File: config.mk
export PLATFORM = sky130hd
export DESIGN_NAME = climate_sensor_alarm_monitor_top_flat
export DESIGN_NICKNAME = d
export VERILOG_FILES = /design/src/rtl/core/csam_pkg.sv /design/src/rtl/core/csam_ifs.sv /design/src/rtl/core/csam_cfg_regs.sv /design/src/rtl/core/csam_core.sv /design/src/rtl/core/climate_sensor_alarm_monitor_top.sv /design/src/flat_wrapper.sv
export VERILOG_INCLUDE_DIRS = /design/src /design/src/rtl/core
export SDC_FILE = /design/constraint.sdc
export NUM_CORES = 1
export LEC_CHECK = 0
export BUFFER_PORTS_ARGS = -buffer_cell sky130_fd_sc_hd__buf_2
export CORE_MARGIN = 1.5
export CORE_UTILIZATION = 24
export DETAILED_ROUTE_END_ITERATION = 6
export PLACE_DENSITY = 0.5
export SYNTH_ARGS = -nofsm -noshare
export SYNTH_HDL_FRONTEND = slang
export SYNTH_SLANG_ARGS = --single-unit
File: constraint.sdc
create_clock -name clk -period 2.2 [get_ports clk]
set_input_delay 0.11 -clock clk [delete_from_list [all_inputs] [get_ports clk]]
set_output_delay 0.11 -clock clk [all_outputs]
set_load 0.01 [all_outputs]
File: src/rtl/core/climate_sensor_alarm_monitor_top_macros.svh
// Assertion macros used by the climate alarm monitor core (csam_core).
`ifndef CLIMATE_SENSOR_ALARM_MONITOR_TOP_MACROS_SVH
`define CLIMATE_SENSOR_ALARM_MONITOR_TOP_MACROS_SVH

// Clocked check, held off while reset is high.
`define CSAM_ASSERT(lbl, prop, msg) \
  lbl: assert property (@(posedge clk) disable iff (rst) prop) else $error(msg);

// Clocked check that also holds during reset.
`define CSAM_ASSERT_ALWAYS(lbl, prop, msg) \
  lbl: assert property (@(posedge clk) prop) else $error(msg);

`endif

File: src/rtl/core/csam_pkg.sv
// Package: widths, register codes, reset values and the configuration struct.
`default_nettype none

package csam_pkg;

  localparam int TEMP_W       = 8;
  localparam int HUMID_W      = 8;
  localparam int PERIOD_W     = 4;
  localparam int CFG_INDEX_W  = 3;
  localparam int CFG_DATA_W   = 8;
  localparam int TICK_W       = 4;
  localparam int CRIT_CNT_W   = 2;
  localparam int CALM_CNT_W   = 8;

  localparam int CALM_SAMPLES_DEF     = 5;
  localparam int CRITICAL_SAMPLES_DEF = 3;

  localparam logic [PERIOD_W-1:0] SAMPLE_PERIOD_RST  = 4'd2;
  localparam logic [TEMP_W-1:0]   CRITICAL_TEMP_RST  = 8'd35;
  localparam logic [HUMID_W-1:0]  CRITICAL_HUMID_RST = 8'd80;
  localparam logic [TEMP_W-1:0]   ABNORMAL_TEMP_RST  = 8'd30;
  localparam logic [HUMID_W-1:0]  ABNORMAL_HUMID_RST = 8'd49;

  typedef enum logic [CFG_INDEX_W-1:0] {
    REG_MONITOR_ENABLE = 3'd0,
    REG_SAMPLE_PERIOD  = 3'd1,
    REG_ALERT_MODE     = 3'd2,
    REG_CRITICAL_TEMP  = 3'd3,
    REG_CRITICAL_HUMID = 3'd4,
    REG_ABNORMAL_TEMP  = 3'd5,
    REG_ABNORMAL_HUMID = 3'd6
  } cfg_index_t;

  typedef struct packed {
    logic                monitor_enable;
    logic [PERIOD_W-1:0] sample_period;
    logic                alert_mode;
    logic [TEMP_W-1:0]   critical_temp;
    logic [HUMID_W-1:0]  critical_humid;
    logic [TEMP_W-1:0]   abnormal_temp;
    logic [HUMID_W-1:0]  abnormal_humid;
  } cfg_t;

endpackage

`default_nettype wire

File: src/rtl/core/csam_ifs.sv
// Channel interfaces: sensor tick requests in, alarm results out.
`default_nettype none

interface csam_sample_if
  import csam_pkg::*;
();
  logic               valid;
  logic               ready;
  logic [TEMP_W-1:0]  temp_reading;
  logic [HUMID_W-1:0] humid_reading;
  logic               read_ok;

  modport source (output valid, output temp_reading, output humid_reading,
                  output read_ok, input ready);
  modport sink   (input valid, input temp_reading, input humid_reading,
                  input read_ok, output ready);
endinterface

interface csam_result_if;
  logic valid;
  logic ready;
  logic led_on;
  logic sample_taken;
  logic read_failed;
  logic alert_started;
  logic alert_cleared;
  logic reset_request;

  modport source (output valid, output led_on, output sample_taken,
                  output read_failed, output alert_started, output alert_cleared,
                  output reset_request, input ready);
  modport sink   (input valid, input led_on, input sample_taken,
                  input read_failed, input alert_started, input alert_cleared,
                  input reset_request, output ready);
endinterface

`default_nettype wire

File: src/rtl/core/csam_cfg_regs.sv
// Configuration register bank with a plain write port.
`default_nettype none

module csam_cfg_regs
  import csam_pkg::*;
(
  input  wire logic                   clk,
  input  wire logic                   rst,
  input  wire logic                   cfg_we,
  input  wire logic [CFG_INDEX_W-1:0] cfg_index,
  input  wire logic [CFG_DATA_W-1:0]  cfg_data,
  output cfg_t                        cfg
);

  always_ff @(posedge clk) begin
    if (rst) begin
      cfg.monitor_enable <= 1'b0;
      cfg.sample_period  <= SAMPLE_PERIOD_RST;
      cfg.alert_mode     <= 1'b0;
      cfg.critical_temp  <= CRITICAL_TEMP_RST;
      cfg.critical_humid <= CRITICAL_HUMID_RST;
      cfg.abnormal_temp  <= ABNORMAL_TEMP_RST;
      cfg.abnormal_humid <= ABNORMAL_HUMID_RST;
    end else if (cfg_we) begin
      // drop writes to unmapped indexes
      case (cfg_index_t'(cfg_index))
        REG_MONITOR_ENABLE: cfg.monitor_enable <= cfg_data[0];
        REG_SAMPLE_PERIOD:  cfg.sample_period  <= cfg_data[PERIOD_W-1:0];
        REG_ALERT_MODE:     cfg.alert_mode     <= cfg_data[0];
        REG_CRITICAL_TEMP:  cfg.critical_temp  <= cfg_data[TEMP_W-1:0];
        REG_CRITICAL_HUMID: cfg.critical_humid <= cfg_data[HUMID_W-1:0];
        REG_ABNORMAL_TEMP:  cfg.abnormal_temp  <= cfg_data[TEMP_W-1:0];
        REG_ABNORMAL_HUMID: cfg.abnormal_humid <= cfg_data[HUMID_W-1:0];
        default: ;
      endcase
    end
  end

endmodule

`default_nettype wire

File: src/rtl/core/csam_core.sv
// Per-tick alarm logic: monitor state, next-state logic and result register.
`default_nettype none

module csam_core
  import csam_pkg::*;
#(
  parameter int CALM_SAMPLES     = CALM_SAMPLES_DEF,
  parameter int CRITICAL_SAMPLES = CRITICAL_SAMPLES_DEF
) (
  input  wire logic         clk,
  input  wire logic         rst,
  input  wire cfg_t         cfg,
  csam_sample_if.sink       sample_in,
  csam_result_if.source     result_out
);

  `include "climate_sensor_alarm_monitor_top_macros.svh"

  localparam logic [CRIT_CNT_W-1:0] CRIT_LIMIT = CRIT_CNT_W'(CRITICAL_SAMPLES);
  localparam logic [CALM_CNT_W-1:0] CALM_LIMIT = CALM_CNT_W'(CALM_SAMPLES);

  logic [TICK_W-1:0]     tick_count,     tick_count_next;
  logic [CRIT_CNT_W-1:0] critical_count, critical_count_next;
  logic [CALM_CNT_W-1:0] calm_count,     calm_count_next;
  logic                  flash_active,   flash_active_next;
  logic                  blink_phase,    blink_phase_next;
  logic                  led_level,      led_level_next;

  logic taken, failed, started, cleared, crit_clear;
  logic is_critical, is_abnormal;
  logic accept;

  assign sample_in.ready = !result_out.valid || result_out.ready;
  assign accept          = sample_in.valid && sample_in.ready;

  assign is_critical = (sample_in.temp_reading >= cfg.critical_temp) ||
                       (sample_in.humid_reading >= cfg.critical_humid);
  assign is_abnormal = (sample_in.temp_reading >= cfg.abnormal_temp) ||
                       (sample_in.humid_reading >= cfg.abnormal_humid);

  always_comb begin
    tick_count_next     = tick_count;
    critical_count_next = critical_count;
    calm_count_next     = calm_count;
    flash_active_next   = flash_active;
    blink_phase_next    = blink_phase;
    led_level_next      = led_level;
    taken      = 1'b0;
    failed     = 1'b0;
    started    = 1'b0;
    cleared    = 1'b0;
    crit_clear = 1'b0;

    if (cfg.monitor_enable) begin
      if (tick_count >= cfg.sample_period) begin
        tick_count_next = '0;
        if (sample_in.read_ok) begin
          taken = 1'b1;
          if (is_critical) begin
            critical_count_next = critical_count + CRIT_CNT_W'(1);
            crit_clear          = (critical_count_next == CRIT_LIMIT);
          end
          if (!cfg.alert_mode) begin
            flash_active_next = 1'b0;
            led_level_next    = 1'b0;
          end else if (is_abnormal) begin
            if (!flash_active) begin
              started           = 1'b1;
              flash_active_next = 1'b1;
              calm_count_next   = '0;
            end
          end else begin
            calm_count_next = calm_count + CALM_CNT_W'(1);
            if ((calm_count_next == CALM_LIMIT) && flash_active) begin
              calm_count_next   = '0;
              flash_active_next = 1'b0;
              led_level_next    = 1'b0;
              cleared           = 1'b1;
            end
          end
        end else begin
          failed = 1'b1;
        end
      end
      tick_count_next = tick_count_next + TICK_W'(1);
    end

    if (flash_active_next) begin
      blink_phase_next = ~blink_phase;
      led_level_next   = blink_phase_next;
    end

    // third critical sample: wipe all state, drop alert start and clear
    if (crit_clear) begin
      tick_count_next     = '0;
      critical_count_next = '0;
      calm_count_next     = '0;
      flash_active_next   = 1'b0;
      blink_phase_next    = 1'b0;
      led_level_next      = 1'b0;
      started             = 1'b0;
      cleared             = 1'b0;
    end
  end

  always_ff @(posedge clk) begin
    if (rst) begin
      tick_count       <= '0;
      critical_count   <= '0;
      calm_count       <= '0;
      flash_active     <= 1'b0;
      blink_phase      <= 1'b0;
      led_level        <= 1'b0;
      result_out.valid <= 1'b0;
    end else begin
      if (accept) begin
        tick_count       <= tick_count_next;
        critical_count   <= critical_count_next;
        calm_count       <= calm_count_next;
        flash_active     <= flash_active_next;
        blink_phase      <= blink_phase_next;
        led_level        <= led_level_next;
        result_out.valid <= 1'b1;
      end else if (result_out.ready) begin
        result_out.valid <= 1'b0;
      end
    end
  end

  always_ff @(posedge clk) begin
    if (accept) begin
      result_out.led_on        <= led_level_next;
      result_out.sample_taken  <= taken;
      result_out.read_failed   <= failed;
      result_out.alert_started <= started;
      result_out.alert_cleared <= cleared;
      result_out.reset_request <= crit_clear;
    end
  end

  `CSAM_ASSERT(a_reset_clears_state,
    (accept && crit_clear) |=> (tick_count == '0 && critical_count == '0 && !flash_active),
    "critical reset did not clear the monitor state")
  `CSAM_ASSERT(a_reset_req_led_off,
    (result_out.valid && result_out.reset_request) |-> !result_out.led_on,
    "reset request delivered with LED on")
  `CSAM_ASSERT(a_start_clear_exclusive,
    (accept && started) |-> (!cleared && taken && !failed),
    "alert start without a valid sample or together with a clear")
  `CSAM_ASSERT(a_idle_state_holds,
    !accept |=> ($stable(tick_count) && $stable(critical_count) && $stable(flash_active)),
    "monitor state changed without an accepted tick")

endmodule

`default_nettype wire

File: src/rtl/core/climate_sensor_alarm_monitor_top.sv
// Top level of the climate alarm monitor: register bank and per-tick core.
//
//   channel     dir  payload                                           handshake
//   sample_in   in   temp_reading, humid_reading, read_ok              valid/ready
//   result_out  out  led_on, sample_taken, read_failed,                valid/ready
//                    alert_started, alert_cleared, reset_request
//   cfg         in   cfg_index, cfg_data                               cfg_we
//
// One tick request is taken per cycle while input ready is high; its result
// appears in the result register on the next cycle.
// Ticks keep flowing while a result is held, as long as the sink takes it.
// A stalled result holds the register and input ready drops until it is taken.
// rst is synchronous: it restores register defaults and clears all monitor state.
`default_nettype none

module climate_sensor_alarm_monitor_top
  import csam_pkg::*;
#(
  parameter int CALM_SAMPLES     = CALM_SAMPLES_DEF,
  parameter int CRITICAL_SAMPLES = CRITICAL_SAMPLES_DEF
) (
  input  wire logic                   clk,
  input  wire logic                   rst,
  csam_sample_if.sink                 sample_in,
  csam_result_if.source               result_out,
  input  wire logic                   cfg_we,
  input  wire logic [CFG_INDEX_W-1:0] cfg_index,
  input  wire logic [CFG_DATA_W-1:0]  cfg_data
);

  cfg_t cfg;

  csam_cfg_regs u_cfg_regs (
    .clk       (clk),
    .rst       (rst),
    .cfg_we    (cfg_we),
    .cfg_index (cfg_index),
    .cfg_data  (cfg_data),
    .cfg       (cfg)
  );

  csam_core #(
    .CALM_SAMPLES     (CALM_SAMPLES),
    .CRITICAL_SAMPLES (CRITICAL_SAMPLES)
  ) u_core (
    .clk        (clk),
    .rst        (rst),
    .cfg        (cfg),
    .sample_in  (sample_in),
    .result_out (result_out)
  );

endmodule

`default_nettype wire

File: src/flat_wrapper.sv
// flat-port wrapper written by rule: the top's interface ports become plain ports
module climate_sensor_alarm_monitor_top_flat import csam_pkg::*;
#(
  parameter int CALM_SAMPLES     = CALM_SAMPLES_DEF,
  parameter int CRITICAL_SAMPLES = CRITICAL_SAMPLES_DEF
)
  (clk, rst, cfg_we, cfg_index, cfg_data, sample_in_valid, sample_in_temp_reading, sample_in_humid_reading, sample_in_read_ok, sample_in_ready, result_out_valid, result_out_led_on, result_out_sample_taken, result_out_read_failed, result_out_alert_started, result_out_alert_cleared, result_out_reset_request, result_out_ready);
  csam_sample_if sample_in_i ();
  csam_result_if result_out_i ();
  input  wire logic clk;
  input  wire logic rst;
  input  wire logic cfg_we;
  input  wire logic [CFG_INDEX_W-1:0] cfg_index;
  input  wire logic [CFG_DATA_W-1:0] cfg_data;
  input wire logic [$bits(sample_in_i.valid)-1:0] sample_in_valid;
  input wire logic [$bits(sample_in_i.temp_reading)-1:0] sample_in_temp_reading;
  input wire logic [$bits(sample_in_i.humid_reading)-1:0] sample_in_humid_reading;
  input wire logic [$bits(sample_in_i.read_ok)-1:0] sample_in_read_ok;
  output wire logic [$bits(sample_in_i.ready)-1:0] sample_in_ready;
  output wire logic [$bits(result_out_i.valid)-1:0] result_out_valid;
  output wire logic [$bits(result_out_i.led_on)-1:0] result_out_led_on;
  output wire logic [$bits(result_out_i.sample_taken)-1:0] result_out_sample_taken;
  output wire logic [$bits(result_out_i.read_failed)-1:0] result_out_read_failed;
  output wire logic [$bits(result_out_i.alert_started)-1:0] result_out_alert_started;
  output wire logic [$bits(result_out_i.alert_cleared)-1:0] result_out_alert_cleared;
  output wire logic [$bits(result_out_i.reset_request)-1:0] result_out_reset_request;
  input wire logic [$bits(result_out_i.ready)-1:0] result_out_ready;
  assign sample_in_i.valid = sample_in_valid;
  assign sample_in_i.temp_reading = sample_in_temp_reading;
  assign sample_in_i.humid_reading = sample_in_humid_reading;
  assign sample_in_i.read_ok = sample_in_read_ok;
  assign sample_in_ready = sample_in_i.ready;
  assign result_out_valid = result_out_i.valid;
  assign result_out_led_on = result_out_i.led_on;
  assign result_out_sample_taken = result_out_i.sample_taken;
  assign result_out_read_failed = result_out_i.read_failed;
  assign result_out_alert_started = result_out_i.alert_started;
  assign result_out_alert_cleared = result_out_i.alert_cleared;
  assign result_out_reset_request = result_out_i.reset_request;
  assign result_out_i.ready = result_out_ready;
  climate_sensor_alarm_monitor_top #(.CALM_SAMPLES(CALM_SAMPLES), .CRITICAL_SAMPLES(CRITICAL_SAMPLES)) u_core (.clk(clk), .rst(rst), .sample_in(sample_in_i), .result_out(result_out_i), .cfg_we(cfg_we), .cfg_index(cfg_index), .cfg_data(cfg_data));
endmodule
; ---- Word level (Yosys, flattened, before mapping)
; Index checks and enable logic that the tools add are counted.
[word_totals]
reg_bits = 62
out_inout_bits = 8
[classes]
addsub = 3
n_lt_le_gt_ge = 5
eq_ne = 9
n_mux = 44
bitwise_logic = 6
reduce_logical = 28
[op_table]
columns = operator, n
row1 = two-way mux 8 bit, 8
row2 = greater-or-equal comparator 8 bit, 4
row3 = two-way mux 1 bit, 27
row4 = AND reduction 2 bit, 10
row5 = two-way mux 4 bit, 4
row6 = nonzero test 2 bit, 7
row7 = OR reduction 6 bit, 2
row8 = two-way mux 2 bit, 5
row9 = == test 3 bit (second input constant), 3
row10 = adder 8 x 1 -> 8 bit (second input constant), 1
row11 = == test 8 x 3 -> 1 bit (second input constant), 1
row12 = == test 3 x 2 -> 1 bit (second input constant), 2
row13 = NOT 1 bit, 6
row14 = AND reduction 6 bit, 1
row15 = AND reduction 5 bit, 1
row16 = adder 4 x 1 -> 4 bit (second input constant), 1
row17 = greater-or-equal comparator 4 bit, 1
row18 = == test 3 x 1 -> 1 bit (second input constant), 1
row19 = zero test 3 bit, 1
row20 = logical OR 1 bit, 3
row21 = != test 3 bit (second input constant), 1
row22 = adder 2 x 1 -> 2 bit (second input constant), 1
row23 = == test 2 bit (second input constant), 1
row24 = logical AND 1 bit, 2
row25 = zero test 1 bit, 1

; ---- Logic depth before layout (Yosys ltp)
[logic_depth]
depth_word = 11
ltp_mapped = 11
mapped_depth_nobuf = 11

; ---- Cells and area by module
; A second synthesis with hierarchy kept.
[hier_totals]
cells_unflattened = 432
area_unflattened_um2 = 3910.0
[modules_own_cells]
columns = module, instances, cells_per_inst, area_per_inst_um2, seq_area_each_um2
row1 = csam_core, 1, 278, 2244.7, 540.5
row2 = csam_cfg_regs, 1, 154, 1665.3, 760.7

; ---- Worst setup path before layout
; No wires, ideal clock.
[synth_timing]
path_kind = register to register
from = register, netlist name u_core.u_cfg_regs.cfg[30]
to = register u_core.u_core.result_out.reset_request, data pin
arrival_time_ps = 1981
required_ps = 1948
path_slack_ps = -33
path_stages_with_launch = 11
n_path_buf = 2
synth_period_minus_slack_ps = 2233
path_cell_list = dfxtp_1 -> inv_1 -> ha_1 -> a21o_1 -> a211o_1 -> a221o_1 -> a31o_1 -> o21ai_2 -> buf_4 -> buf_4 -> inv_1
[synth_between]
elab_chain_cells = 6
[synth_rtl]
columns = element, line
row1 = greater-or-equal comparator 8 bit, csam_core.sv:36  ; assign is_critical = (sample_in.temp_reading >= cfg.critical_temp) ||
row2 = logical OR 1 bit, csam_core.sv:36
row3 = two-way mux 1 bit, csam_core.sv:59  ; if (is_critical) begin
row4 = two-way mux 1 bit, csam_core.sv:57  ; if (sample_in.read_ok) begin
row5 = two-way mux 1 bit, csam_core.sv:55  ; if (tick_count >= cfg.sample_period) begin
row6 = two-way mux 1 bit, csam_core.sv:54  ; if (cfg.monitor_enable) begin
row7 = net u_core.u_core.crit_clear, csam_core.sv:29  ; logic taken, failed, started, cleared, crit_clear;
row8 = "end signal, assigned", csam_core.sv:137  ; result_out.reset_request <= crit_clear;
row9 = "end, declared", csam_ifs.sv:31  ; output reset_request, input ready);
; The timed path passes the listed nets, and every way through them passes these cells.
; A chain may end at the register's enable or synchronous reset.

; ---- Worst setup path in the final report
[layout_timing]
from = register, netlist name u_core.u_cfg_regs.cfg[30]
to = register u_core.u_core.calm_count[7]
[layout_between]
elab_chain_cells = 8
[layout_rtl]
columns = element, line
row1 = greater-or-equal comparator 8 bit (*), csam_core.sv:36
row2 = logical OR 1 bit (*), csam_core.sv:36
row3 = two-way mux 1 bit (*), csam_core.sv:59
row4 = two-way mux 1 bit (*), csam_core.sv:57
row5 = two-way mux 1 bit (*), csam_core.sv:55
row6 = two-way mux 1 bit (*), csam_core.sv:54
row7 = != test 3 bit (no line) / nonzero test 2 bit (equally long branches), --
row8 = AND reduction 6 bit (no line), --
row9 = "end signal, assigned", csam_core.sv:119  ; calm_count <= calm_count_next;
row10 = "end, declared", csam_core.sv:24  ; logic [CALM_CNT_W-1:0] calm_count, calm_count_next;
; Mark *: on every way between the ends. The rest lies on a longest branch, timed or not.

==> flow_results.xml <==
<?xml version="1.0" encoding="UTF-8"?>
<metrics>
  <group name="sta">
    <metric name="finClkSkew" unit="ns">0.00821</metric>
    <metric name="timing.final.max_slew_violations" unit="">0</metric>
    <metric name="tightest_slew_margin_relative_to_the_limit" unit="%">71.0</metric>
    <metric name="setup_tns" unit="ns">-0.158</metric>
    <metric name="final_period_minus_worst_setup_slack" unit="ns">2.23</metric>
    <metric name="worst_hold_slack" unit="ns">0.0395</metric>
    <metric name="post-route-period-util" unit="%">102</metric>
    <metric name="final_hold_viol_count" unit="">0</metric>
    <metric name="final.setup.worst_slack" unit="ns">-0.0338</metric>
    <metric name="final_setup_violation_count" unit="">7</metric>
    <metric name="fmaxAchievable" unit="GHz">0.448</metric>
    <metric name="tightestPinTransition" unit="ns">0.433</metric>
    <metric name="grt_setup_unrepaired" unit="">true</metric>
  </group>
  <group name="floorplanning">
    <metric name="starting_density_of_the_core" unit="%">24.7</metric>
    <metric name="num_io_pins" unit="">41</metric>
    <metric name="die_area" unit="um2">15800</metric>
    <metric name="floorplan.rows" unit="">44</metric>
    <metric name="placeableCoreArea" unit="um2">14600</metric>
    <metric name="fp.dieH" unit="um">126</metric>
    <metric name="die_x" unit="um">126</metric>
  </group>
  <group name="synth">
    <metric name="synth.avg_cell_area" unit="um2">8.70</metric>
    <metric name="mapped_area" unit="um2">3600</metric>
    <metric name="synthesis.yosys.warnings" unit="">0</metric>
    <metric name="post-synth-top-area-cell" unit="">dfxtp_1</metric>
    <metric name="synth_nets" unit="">487</metric>
    <metric name="synth.area.top_cells" unit="">dfxtp_1 31%, ha_1 14%, edfxtp_1 5.0%</metric>
    <metric name="ys_seq_elements" unit="">62</metric>
    <metric name="number_of_enable_flip_flop_cells_after_synthesis" unit="">6</metric>
    <metric name="ys_async_sr_fraction" unit="%">0</metric>
    <metric name="synthDominantCellAreaShare" unit="%">31.1</metric>
    <metric name="yosysUniqueCellTypes" unit="">57</metric>
    <metric name="synth_cells" unit="">414</metric>
    <metric name="synth_ff_type" unit="">dfxtp_1</metric>
    <metric name="ys_seq_area_share" unit="%">36.1</metric>
  </group>
  <group name="global_routing">
    <metric name="grt_remaining_overflow" unit="">0</metric>
    <metric name="grt_use_total" unit="%">13.2</metric>
    <metric name="antenna_violations_before_repair" unit="">0</metric>
    <metric name="vias_in_the_first_global_route" unit="">3337</metric>
    <metric name="grt_max_degree" unit="">29</metric>
    <metric name="grt_pass1_wl" unit="um">16600</metric>
  </group>
  <group name="drt">
    <metric name="drtIter0Drc" unit="">112</metric>
    <metric name="avgRoutedWirePerCell" unit="um">14.4</metric>
    <metric name="remaining_drc_errors" unit="">0</metric>
    <metric name="firstDrtPassIters" unit="">4</metric>
    <metric name="wl" unit="um">9930</metric>
    <metric name="vias_per_cell" unit="">4.67</metric>
    <metric name="via_count" unit="">3206</metric>
    <metric name="drtAntennaViolNets" unit="">0</metric>
  </group>
  <group name="clocking">
    <metric name="clock_slew_seen_by_the_registers_of_the_worst_setup_and_hold_paths" unit="ns">0.05</metric>
    <metric name="max-clock-path-buffers" unit="">2</metric>
    <metric name="tritoncts" unit="">yes</metric>
    <metric name="htreeDepth" unit="">3</metric>
    <metric name="num_clock_sinks" unit="">62</metric>
    <metric name="worstSkewPairLatency" unit="ns">0.33</metric>
    <metric name="cts.root.buffer_cell" unit="">clkbuf_16</metric>
    <metric name="total_clock_buffers_created_by_cts" unit="">9</metric>
  </group>
  <group name="critical_path">
    <metric name="crit_fanout" unit="">7</metric>
    <metric name="cp_data_arrival_time" unit="ns">2.48</metric>
    <metric name="timing.critical_path.from" unit="">u_core.u_cfg_regs.cfg[30]</metric>
    <metric name="path_cells" unit="">inv_2 -&gt; ha_4 -&gt; a21o_1 -&gt; a211o_1 -&gt; a221o_1 -&gt; a31o_4 -&gt; o21ai_2 -&gt; buf_6 -&gt; buf_12 -&gt; a41oi_2 -&gt; a31oi_1</metric>
    <metric name="required_time_at_the_worst_slack_endpoint" unit="ns">2.45</metric>
    <metric name="worst_r2r_startpoint" unit="">u_core.u_cfg_regs.cfg[30]</metric>
    <metric name="critPathBufInv" unit="">3</metric>
    <metric name="path_depth" unit="">11</metric>
    <metric name="worstSetupEndpointType" unit="">flop</metric>
    <metric name="startpoint_to_endpoint_class_of_the_critical_path" unit="">reg2reg</metric>
    <metric name="slowest_delay" unit="ns">0.33</metric>
    <metric name="critical_path.top_delay_family" unit="">compound AO/OA/AOI/OAI gates</metric>
    <metric name="crit_path_start_kind" unit="">flop</metric>
    <metric name="r2r_cells" unit="">11</metric>
    <metric name="critical-path-slowest-cell" unit="">dfxtp_2</metric>
  </group>
  <group name="run_status">
    <metric name="failed_checks" unit="">setup timing</metric>
    <metric name="status" unit="">finished with violations</metric>
  </group>
  <group name="place">
    <metric name="detailed_place.area" unit="um2">4290</metric>
    <metric name="dp_worst_setup_slack" unit="ns">-0.179</metric>
    <metric name="finalWeightedCongestion" unit="">0.784</metric>
    <metric name="place_hpwl" unit="um">7100</metric>
    <metric name="io_buffer_count" unit="">40</metric>
  </group>
  <group name="power">
    <metric name="switch_share" unit="%">22.6</metric>
    <metric name="cellInternalPower" unit="mW">2.35</metric>
    <metric name="pwr-share-seq" unit="%">38.8</metric>
    <metric name="cellPowerDensity" unit="nW/um2">598</metric>
    <metric name="share_clk_of_total_power" unit="%">50.5</metric>
    <metric name="peakVddDrop" unit="V">0.000321</metric>
    <metric name="netSwitchingPower" unit="mW">0.685</metric>
    <metric name="leakagePower" unit="nW">2.08</metric>
    <metric name="combinational_power_share" unit="%">10.8</metric>
  </group>
  <group name="cells_and_area">
    <metric name="synthToLayoutAreaGrowth" unit="%">40.9</metric>
    <metric name="fin_area" unit="um2">5080</metric>
    <metric name="diodes" unit="">0</metric>
    <metric name="final_net_count" unit="">572</metric>
    <metric name="final_layout_size_suffix_gt1_share" unit="%">33.0</metric>
    <metric name="final_util" unit="%">34.8</metric>
    <metric name="fillers" unit="">1460</metric>
    <metric name="final_cell_mix" unit="">49 x dfxtp_1, 43 x nand2_1, 42 x inv_1</metric>
    <metric name="mostFrequentLayoutCell" unit="">dfxtp_1</metric>
  </group>
  <group name="worst_hold_path">
    <metric name="worstHoldPathType" unit="">in2reg</metric>
    <metric name="timing.hold.worst.start" unit="">sample_in_valid</metric>
    <metric name="min_delay_path_depth" unit="">3</metric>
  </group>
  <group name="run">
    <metric name="maxCapViolCount" unit="">0</metric>
  </group>
</metrics>
## worst reg2reg max path: stages, from the launching register on
cell and delay, ns:
dfxtp_2 0.33, inv_2 0.04, ha_4 0.20, a21o_1 0.17
a211o_1 0.25, a221o_1 0.27, a31o_4 0.23, o21ai_2 0.12
buf_6 0.18, buf_12 0.14, a41oi_2 0.09, a31oi_1 0.14
## area by class of cell
| cell class | count | area (um2) | share of cell area [%] |
|---|---|---|---|
| Multi-Input combinational cell | 292 | 2430 | 47.9 |
| Sequential cell | 62 | 1310 | 25.8 |
| Timing Repair Buffer | 87 | 601 | 11.8 |
| Clock buffer | 13 | 293 | 5.77 |
| Tap cell | 184 | 230 | 4.54 |
| Inverter | 47 | 176 | 3.48 |
| Clock inverter | 2 | 35.0 | 0.690 |
## power by group through the flow
| stage | Clock (mW) | Combinational (mW) | Sequential (mW) |
|---|---|---|---|
| floorplan | 0 | 0.150 | 1.20 |
| global placement | 0 | 0.277 | 1.20 |
| detailed placement | 0 | 0.281 | 1.20 |
| CTS | 1.58 | 0.311 | 1.18 |
| global route | 1.63 | 0.366 | 1.18 |
| finish | 1.53 | 0.326 | 1.18 |
## stage by stage
stage / power (mW) / std cells
after floorplan: 1.35 / 414
after global placement: 1.47 / 665
after detailed placement: 1.48 / 665
after CTS: 3.07 / 686
after global routing: 3.17 / 687
final: 3.03 / 687
## cells by family (layout without fill, tap and decap cells)
kind of cell,after synthesis,in the layout,synth area share [%]
muxes,17,17,4.72
AOI/OAI and AO/OA,88,88,17.7
DFF,62,62,36.1
xor gates and xnor gates,2,2,0.486
and+or+nand+nor,145,145,20.6
adders and majority gates,40,40,13.9
buffers and inverters,60,149,6.49
## sequential cells by signal (all words and copies together), names as in the netlist
register                                flops
u_core.u_cfg_regs.cfg                      38
u_core.u_core.blink_phase                   1
u_core.u_core.calm_count                    8
u_core.u_core.critical_count                2
u_core.u_core.flash_active                  1
u_core.u_core.led_level                     1
u_core.u_core.result_out.alert_cleared      1
u_core.u_core.result_out.alert_started      1
u_core.u_core.result_out.led_on             1
u_core.u_core.result_out.read_failed        1
u_core.u_core.result_out.reset_request      1
u_core.u_core.result_out.sample_taken       1
u_core.u_core.result_out.valid              1
u_core.u_core.tick_count                    4
## worst paths after layout
kind | end | slack (ns)
setup reg to reg | u_core.u_core.calm_count[7] | -0.03
hold / removal | u_core.u_core.result_out.valid | 0.04
setup / recovery | u_core.u_core.calm_count[7] | -0.03
hold reg to reg | u_core.u_cfg_regs.cfg[21] | 0.46
## timing repair
item | 4_1_cts | 5_1_grt
pin swaps | 29 | 15
gates cloned | 1 | 0
gates resized for setup | 43 | 26
buffers inserted | 6 | 1
endpoints found under the setup margin | 20 | 20
hold buffers | 0 | 0
## per-layer routing
layer	global-route usage (%)	share of wire, %
met1	17.0	47
met3	2.57	3.2
met5	0	0
met2	22.3	48
met4	4.28	1.3
## synthesized netlist by cell type, drive strengths merged (2+ instances only)
| master | n |
|---|---|
| nor4 | 2 |
| a31o | 4 |
| buf | 3 |
| inv | 47 |
| mux2i | 17 |
| a22oi | 2 |
| nand2 | 44 |
| and3 | 7 |
| and4 | 2 |
| nor3b | 2 |
| a211o | 2 |
| o21a | 2 |
| a21oi | 23 |
| dfxtp | 56 |
| a21o | 3 |
| o21ai | 11 |
| nand3 | 17 |
| nor2 | 30 |
| edfxtp | 6 |
| nand4 | 8 |
| nand2b | 11 |
| a31oi | 9 |
| or4 | 3 |
| nor2b | 6 |
| a41oi | 2 |
| ha | 40 |
| nor3 | 4 |
| a221o | 2 |
| clkbuf | 10 |
| and2 | 5 |
| o211ai | 16 |
Note: power is estimated with default switching activity, not from simulation.
